**config.mk**
```make
export PLATFORM = sky130hd
export DESIGN_NAME = lcbb_ram
export DESIGN_NICKNAME = d
export VERILOG_FILES = /design/src/sv/lcbb_ram.sv
export SDC_FILE = /design/constraint.sdc
export NUM_CORES = 1
export LEC_CHECK = 0
export BUFFER_PORTS_ARGS = -buffer_cell sky130_fd_sc_hd__buf_2
export CAP_MARGIN = 15
export CORE_ASPECT_RATIO = 1.4
export CORE_MARGIN = 10
export CORE_UTILIZATION = 30
export DETAILED_ROUTE_END_ITERATION = 12
export HOLD_SLACK_MARGIN = 0.03
export PLACE_DENSITY_LB_ADDON = 0.08
export SYNTH_ARGS = -nofsm -noshare
export SYNTH_HDL_FRONTEND = slang
export SYNTH_SLANG_ARGS = --single-unit
export TNS_END_PERCENT = 10
```
**constraint.sdc**
```tcl
create_clock -name clk -period 2.66 [get_ports clk]
set_clock_uncertainty 0.1 [all_clocks]
set_input_delay 0.133 -clock clk [delete_from_list [all_inputs] [get_ports clk]]
set_output_delay 0.133 -clock clk [all_outputs]
set_load 0.03 [all_outputs]
```
**src/sv/lcbb_ram.sv**
```systemverilog
`default_nettype none
module lcbb_ram #(
    parameter int WIDTH = 8,
    parameter int DEPTH = 32
) (
    input  wire logic                     clk,
    input  wire logic                     we,
    input  wire logic [$clog2(DEPTH)-1:0] waddr,
    input  wire logic [WIDTH-1:0]         wdata,
    input  wire logic [$clog2(DEPTH)-1:0] raddr,
    output logic      [WIDTH-1:0]         rdata
);

    logic [WIDTH-1:0] mem [DEPTH];

    always_ff @(posedge clk)
    begin
        if (we)
        begin
            mem[waddr] <= wdata;
        end
        rdata <= mem[raddr];
    end

endmodule
`default_nettype wire
```
**Word level (Yosys, flattened, before mapping)**

Memories as Yosys holds them, arrays and structs flattened. A register that Yosys moved wholly into a read port is not among the register bits.
Index checks and enable logic that the tools add are counted.

- Memories kept: 1
- Flip-flop bits (word level): 0
- Memory bits (writable): 256
- Word-level logic and storage cells: 3
- Input port bits: 20

- Mux-type cells: 2

Memory list:

| name | words | bits a word | read ports | clocked after Yosys merged registers in | wr ports | line | source |
|---|---|---|---|---|---|---|---|
| mem | 32 | 8 | 1 | 1 | 1 | 14 | `logic [WIDTH-1:0] mem [DEPTH];` |

Operator list:

| operator | number |
|---|---|
| $mux 1 | 2 |

**Longest topological paths before layout**

Gate-level depths: netlist of the first run.

- Word-level depth: 2
- Depth in mapped cells: 5

**Least setup slack after synthesis of the first run**

Ideal clock, no wire load.

- Path kind: input port to flip-flop
- Start point: input raddr[2]
- End point: register rdata[0] (read register of mem)
- Stages: 5
- Library setup time: 0.121 ns
- Path slack: 0.625 ns
- Path buffers: 2
- Required time: 2.439 ns
- Data arrival time: 1.815 ns
- Path through: clkbuf_1 > clkbuf_1 > mux4_2 > mux4_2 > mux2_2

RTL lines:

| what | line | source |
|---|---|---|
| from (decl) | 10 | `input wire logic [$clog2(DEPTH)-1:0] raddr,` |
| to (decl) | 11 | `output logic [WIDTH-1:0] rdata` |

==> out/qor.tcl, run 1 <==
set qor(worstSetupPathType) {reg2reg}
set qor(hpwl_dp_mm) 15.39
set qor(port-buffer-count) 27
set qor(setup.reg_to_reg.worst_slack_ps) 710
set qor(min_from) {wdata[1]}
set qor(worst_hold_path_type) {in2reg}
set qor(timing.critical_path.arrival_ps) 2260
set qor(placement_rows) 79
set qor(report.final.setup_viol) 0
set qor(ir_worst_vdd_v) 0.0004258
set qor(cts_resized) 0
set qor(avgSynthCellArea_um2) 24.11
set qor(postRouteAntennaNets) 0
set qor(area_delta_synth_final_pct) 17.46
set qor(drt_first_pass_iters) 4
set qor(syn-instance-count) 417
set qor(postCtsSetupRepairBufs) 0
set qor(finalMaxSlewViolations) 0
set qor(finalCriticalPeriod_ps) 1950
set qor(endpoint_kind) {flop}
set qor(ioPinCount) 28
set qor(ys_seq_elements) 264
set qor(min_delay_worst_endpoint) {mem[28][1]}
set qor(count_of_final_hold_check_violations) 0
set qor(synthesis.nets) 437
set qor(power_switching_uw) 1805
set qor(design.core.area_um2) 33210
set qor(intPower_uw) 6927
set qor(routed_wire_length_per_instance_um) 25.45
set qor(synth_top_cell_area_share_pct) 76.47
set qor(synth_area_um2) 10050
set qor(total_power_uw) 8733
set qor(worstMarginPinSlew_ps) 690.9
set qor(ys_top_cells_by_count) {sky130_fd_sc_hd__edfxtp_1, sky130_fd_sc_hd__mux4_2, sky130_fd_sc_hd__nor2_1, sky130_fd_sc_hd__dfxtp_1, sky130_fd_sc_hd__mux2_2}
set qor(tritoncts_clock_tree) {done}
set qor(result_of_the_run) {complete, no violations}
set qor(clock_path_buffers) 3
set qor(slew_headroom_pct) 53.94
set qor(first_global_vias) 4784
set qor(clkSlewWorstSetupHoldPaths_ps) 60
set qor(wire_length_of_the_first_global_routing_pass_mm) 35.65
set qor(reg2reg_from) {mem[28][0]}
set qor(tritoncts.num_buffers) 26
set qor(power.share.sequential_pct) 53.2
set qor(leakagePower_uw) 0.003700
set qor(worst-endpoint-required_ps) 2970
set qor(netlist_cell_types) 15
set qor(largest_net_degree_at_the_start_of_global_routing) 65
set qor(drive_above_1_share_pct) 37.52
set qor(synth.top_cells.by_area) {sky130_fd_sc_hd__edfxtp_1, sky130_fd_sc_hd__mux4_2, sky130_fd_sc_hd__dfxtp_1}
set qor(synth_top_area_cell) {sky130_fd_sc_hd__edfxtp_1}
set qor(cts.htree.levels) 1
set qor(number_of_violations_reported_at_the_end_of_detailed_routing_iteration_0) 364
set qor(fin_crit_sh_pct) 73.30
set qor(area_enclosed_by_the_die_boundary_um2) 41340
set qor(critPathLaunchType) {flop}
set qor(synth_ff_type) {sky130_fd_sc_hd__edfxtp_1}
set qor(number_of_cells_traversed_by_the_worst_register_to_register_path) 3
set qor(vias_per_cell) 4.729
set qor(initial_utilization_pct) 30.27
set qor(worstPathMaxFanout) 1
set qor(holdBufCountCts) 1
set qor(dieWidth_um) 174.7
set qor(wirelength_mm) 24.28
set qor(sum_of_negative_setup_slack_ps) 0
set qor(final_global_route_overflow_total) 0
set qor(cts_root_buffer) {sky130_fd_sc_hd__clkbuf_16}
set qor(maxCapViolCount) 0
set qor(finalNetCount) 509
set qor(comb_power_share_pct) 5.6
set qor(switching_share_pct) 20.67
set qor(number_of_antenna_violations_at_the_first_check_in_global_routing) 1
set qor(crit-reg2reg-capture) {rdata[0]}
set qor(grt_setup_unrepaired) {false}
set qor(groute.usage.overall_pct) 11.83
set qor(drcViolationCount) 0
set qor(ys.warnings.count) 0
set qor(clock_sinks) 264
set qor(floorplan.die.height_um) 236.6
set qor(synth_async_sr_flop_share_pct) 0
set qor(clk-insertion-delay-late_ps) 540
set qor(hold_path_cell_cnt) 1
set qor(post-synth-top-count-cell) {sky130_fd_sc_hd__edfxtp_1}
set qor(fill_cell_count) 3123
set qor(power_frac_clock_pct) 41.2
set qor(power-per-cell-area_nw_per_um2) 739.5
set qor(fmaxAchievable_mhz) 512.9
set qor(routed-via-count) 4511
set qor(synth-edff-count) 256
set qor(diodes) 0
set qor(synth_seq_area_share_pct) 78.06
set qor(gp_routability_congestion) 0.7247
[layer usage]
metal | wire length [um] | GRT usage, % | vias to the layer above
met5 | 14 | 0 | -
met2 | 12330 | 19.77 | 97
met1 | 10360 | 15.65 | 2463
li1 | - | - | 1920
met3 | 1177 | 1.832 | 29
met4 | 407 | 3.296 | 2
[registers in the layout, indices dropped and copies added (netlist names)]
| register | cells |
|---|---|
| mem | 256 |
| rdata | 8 |
[cell families (layout without fill, tap and decap cells)]
group                  after synthesis  in the layout  synth area share [%]
muxes                               88             88                 18.82
DFF                                264            264                 78.06
buffers and inverters               20            112                 1.058
and+or+nand+nor                     45             45                 2.066
[power by group through the flow]
stage          combinational, uW  clock [uW]  sequential, uW
2_1_floorplan                246           0            4760
3_3_place_gp                 504           0            4740
3_5_place_dp                 510           0            4740
4_1_cts                      512        3720            4650
5_1_grt                      530        3880            4650
6_report                     490        3590            4650
[layout make-up]
cell class | instances | area, um^2 | area share (%)
flip-flops and latches | 264 | 7848 | 66.45
well taps | 445 | 556.8 | 4.715
multi-input cells | 133 | 2100 | 17.78
clock buffers | 36 | 729.5 | 6.177
repair buffers | 64 | 467.9 | 3.963
clock inverters | 12 | 107.6 | 0.9112
[worst max path at each step]
stage,start,to,depth (start not counted),slack [ps]
after CTS,mem[29][7],rdata[7],3,690
after detailed placement,raddr[0],rdata[0],5,400
after global routing,mem[28][0],rdata[0],3,680
final,mem[28][0],rdata[0],3,710
after global placement,raddr[0],rdata[7],5,400
after floorplan,raddr[2],rdata[0],5,620
[through the flow]
step / util (%) / instances / worst slack, ps / area [um^2] / hold slack, ps
after floorplan: - / 417 / 624.6 / 10050 / 131.9
after global placement: 33.01 / 905 / 399.6 / 10960 / 494.6
after detailed placement: 33.01 / 905 / 396.9 / 10960 / 495.2
after CTS: 35.56 / 954 / 693.7 / 11810 / 58.98
after global routing: 35.56 / 954 / 680.5 / 11810 / 68.67
final: 35.56 / 954 / 710.1 / 11810 / 45.47
[layout by cell type (no fill, tap or decap), types with 3 or more instances in the layout]
| cell type | synthesis | final |
|---|---|---|
| sky130_fd_sc_hd__or3b_2 | 3 | 3 |
| sky130_fd_sc_hd__clkbuf_1 | 6 | 7 |
| sky130_fd_sc_hd__nand3b_1 | 5 | 5 |
| sky130_fd_sc_hd__nor2_1 | 33 | 33 |
| sky130_fd_sc_hd__buf_12 | 0 | 4 |
| sky130_fd_sc_hd__buf_4 | 6 | 33 |
| sky130_fd_sc_hd__clkbuf_16 | 0 | 27 |
| sky130_fd_sc_hd__mux4_2 | 80 | 80 |
| sky130_fd_sc_hd__clkinv_1 | 0 | 4 |
| sky130_fd_sc_hd__edfxtp_1 | 256 | 256 |
| sky130_fd_sc_hd__clkinv_2 | 0 | 5 |
| sky130_fd_sc_hd__buf_2 | 1 | 26 |
| sky130_fd_sc_hd__mux2_2 | 8 | 8 |
| sky130_fd_sc_hd__dfxtp_1 | 8 | 8 |
[worst max-delay path, cell delays in order (launching register included)]
cell	delay, ps
sky130_fd_sc_hd__edfxtp_1	360
sky130_fd_sc_hd__mux4_2	500
sky130_fd_sc_hd__mux4_2	560
sky130_fd_sc_hd__mux2_2	300
Power figures use the tool's default switching activity.
==> run 2: changes to the inputs <==
==> constraint.sdc (replaced) <==
create_clock -name clk -period 2.05 [get_ports clk]
set_clock_uncertainty 0.1 [all_clocks]
set_input_delay 0.1025 -clock clk [delete_from_list [all_inputs] [get_ports clk]]
set_output_delay 0.1025 -clock clk [all_outputs]
set_load 0.03 [all_outputs]
==> out/qor.tcl, run 2 (same netlist as run 1, synthesis figures left out) <==
set qor(result_of_the_run) {complete, no violations}
set qor(gr-max-usage-layer) {met2}
set qor(fin_crit_sh_pct) 93.87 ;# +21 points
set qor(gp_routability_congestion) 0.7177 ;# -0.97%
set qor(clk-insertion-delay-late_ps) 540 ;# about the same
set qor(worst_hold_path_type) {in2reg}
set qor(first_global_vias) 4977 ;# +4.0%
set qor(slew_headroom_pct) 56.51 ;# +2.6 points
set qor(largest_net_degree_at_the_start_of_global_routing) 33 ;# -49%
set qor(cts_root_buffer) {sky130_fd_sc_hd__clkbuf_16}
set qor(fmaxAchievable_mhz) 519.6 ;# +1.3%
set qor(area_delta_synth_final_pct) 19.47
set qor(finalMaxSlewViolations) 0 ;# unchanged
set qor(clock_path_buffers) 3 ;# unchanged
set qor(wire_length_of_the_first_global_routing_pass_mm) 37.59 ;# +5.4%
set qor(highest_cell_delay_on_the_worst_timing_path_ps) 550 ;# about the same
set qor(dieWidth_um) 174.7 ;# unchanged
set qor(fin_ws_ps) 125.6 ;# -584.5 ps
set qor(final_global_route_overflow_total) 0 ;# unchanged
set qor(dp_cells) 918 ;# +1.4%
set qor(number_of_violations_reported_at_the_end_of_detailed_routing_iteration_0) 414 ;# +14%
set qor(worst-endpoint-required_ps) 2380 ;# -590 ps
set qor(post_layout_nonfiller_instances) 973 ;# +2.0%
set qor(diodes) 0 ;# unchanged
set qor(port-buffer-count) 27 ;# unchanged
set qor(endpoint_kind) {flop}
set qor(worstSetupPathType) {reg2reg}
set qor(cts_resized) 0 ;# unchanged
set qor(finalCriticalPeriod_ps) 1924 ;# -25.47 ps
set qor(final_core_utilization_pct) 36.16 ;# +0.61 points
set qor(report.final.setup_viol) 0 ;# unchanged
set qor(ioPinCount) 28 ;# unchanged
set qor(clock_sinks) 264 ;# unchanged
set qor(mostFrequentLayoutCells) {sky130_fd_sc_hd__edfxtp_1, sky130_fd_sc_hd__mux4_2, sky130_fd_sc_hd__buf_4}
set qor(layout.cells.most_common) {sky130_fd_sc_hd__edfxtp_1}
set qor(drive_above_1_share_pct) 37.88 ;# +0.35 points
set qor(critPathSlowestCell) {sky130_fd_sc_hd__mux4_2}
set qor(power-per-cell-area_nw_per_um2) 933.4 ;# +26%
set qor(floorplan.die.height_um) 236.6 ;# unchanged
set qor(largest_register_ff_count) 256 ;# unchanged
set qor(placement_rows) 79 ;# unchanged
set qor(design.core.area_um2) 33210 ;# unchanged
set qor(reg.largest.list) {mem: 256 flops, rdata: 8 flops}
set qor(registers.top_by_ff_count) {mem}
set qor(ir_worst_vdd_v) 0.0004193 ;# -1.5%
set qor(clkSlewWorstSetupHoldPaths_ps) 60 ;# about the same
set qor(total_power_uw) 11210 ;# +28%
set qor(drt_first_pass_iters) 4 ;# unchanged
set qor(area_enclosed_by_the_die_boundary_um2) 41340 ;# unchanged
set qor(leakagePower_uw) 0.003798 ;# +2.7%
set qor(tritoncts_clock_tree) {done}
set qor(wirelength_mm) 25.65 ;# +5.6%
set qor(count_of_final_hold_check_violations) 0 ;# unchanged
set qor(grt_util_met2_pct) 22.03 ;# +2.3 points
set qor(grt_use_met1_pct) 15.22 ;# -0.43 points
set qor(tritoncts.num_buffers) 27 ;# +3.8%
set qor(vias_per_cell) 4.736 ;# +0.16%
set qor(worstMarginPinSlew_ps) 652.3 ;# -38.62 ps
set qor(cts.htree.levels) 1 ;# unchanged
set qor(most_used_cell_along_the_critical_path) {sky130_fd_sc_hd__mux4_2}
set qor(critPathBufInv) 0 ;# unchanged
set qor(maxCapViolCount) 0 ;# unchanged
set qor(cp_cell_sequence) {mux4_2 > mux4_2 > mux2_2}
set qor(worstPathMaxFanout) 1 ;# unchanged
set qor(cell_family_contributing_the_most_delay_on_the_critical_path) {multiplexers}
set qor(critPathLaunchType) {flop}
set qor(grt_setup_unrepaired) {false}
set qor(hpwl_dp_mm) 17.67 ;# +15%
set qor(placement.setup.worst_slack_ps) -177.7 ;# -574.6 ps
set qor(routed-via-count) 4608 ;# +2.2%
set qor(routed_wire_length_per_instance_um) 26.36 ;# +3.6%
set qor(number_of_antenna_violations_at_the_first_check_in_global_routing) 0 ;# -1
set qor(finalNetCount) 530 ;# +4.1%
set qor(postRouteAntennaNets) 0 ;# unchanged
set qor(drcViolationCount) 0 ;# unchanged
set qor(groute.usage.overall_pct) 12.57 ;# +0.74 points
set qor(timing.critical_path.arrival_ps) 2260 ;# about the same
set qor(postCtsSetupRepairBufs) 0 ;# unchanged
set qor(gr-usage-met3_pct) 2.118 ;# +0.29 points
set qor(initial_utilization_pct) 30.27 ;# unchanged
-- run 2: cell types whose count changed in the layout (fill, tap and decap cells not counted), sizes merged --
| cell | previous run | this run |
|---|---|---|
| buf | 63 | 76 |
| dlygate4sd3 | 1 | 8 |
| clkbuf | 36 | 38 |
| bufinv | 2 | 1 |
| clkinv | 9 | 8 |
| clkinvlp | 1 | 0 |
-- run 2: layout make-up --
type	count	area, um^2
repair buffers	84	723.2
clock inverters	9	66.31
multi-input cells	133	2100
well taps	445	556.8
flip-flops and latches	264	7848
fillers	3113	21200
clock buffers	38	716.9
-- run 2: timing repair --
item,4_1_cts,5_1_grt
hold buffers,8,0
hold endpoints to repair,122,0
endpoints found under the setup margin,0,0
-- run 2: metrics by stage --
stage	TNS, ps	instance area (um^2)	hold slack (ps)
after floorplan	0	10050	101.4
after global placement	-989.5	11150	456.6
after detailed placement	-985.7	11150	459.7
after CTS	0	12010	48.26
after global routing	0	12010	85.39
final	0	12010	48.84
-- run 2: final timing paths --
check | slack [ps] | depth (start not counted) | from | to
worst max-delay path | 130 | 3 | mem[5][6] | rdata[6]
worst min-delay path | 50 | 1 | wdata[1] | mem[4][1]
worst min register to register | 810 | 3 | mem[18][0] | rdata[0]
worst max register to register | 130 | 3 | mem[5][6] | rdata[6]
-- run 2: per-layer routing --
| layer | up-vias | part of all wire [%] |
|---|---|---|
| li1 | 1961 | - |
| met1 | 2512 | 40 |
| met2 | 96 | 53 |
| met3 | 39 | 3.9 |
| met4 | 0 | 2.9 |
| met5 | - | 0 |
-- run 2: worst register-to-register path, delay by kind of cell (launching register included) --
family / cells / cell delay [ps]
flip-flops: 1 / 360
multiplexers: 3 / 1370
-- run 2: report_power, final --
part | leakage (uW) | switching, uW | internal [uW] | total (uW)
logic | 0.00104 | 390 | 299 | 689
clock network | 0.000384 | 1950 | 2540 | 4490
registers | 0.00237 | 30.2 | 6000 | 6030
total | 0.00380 | 2370 | 8840 | 11200
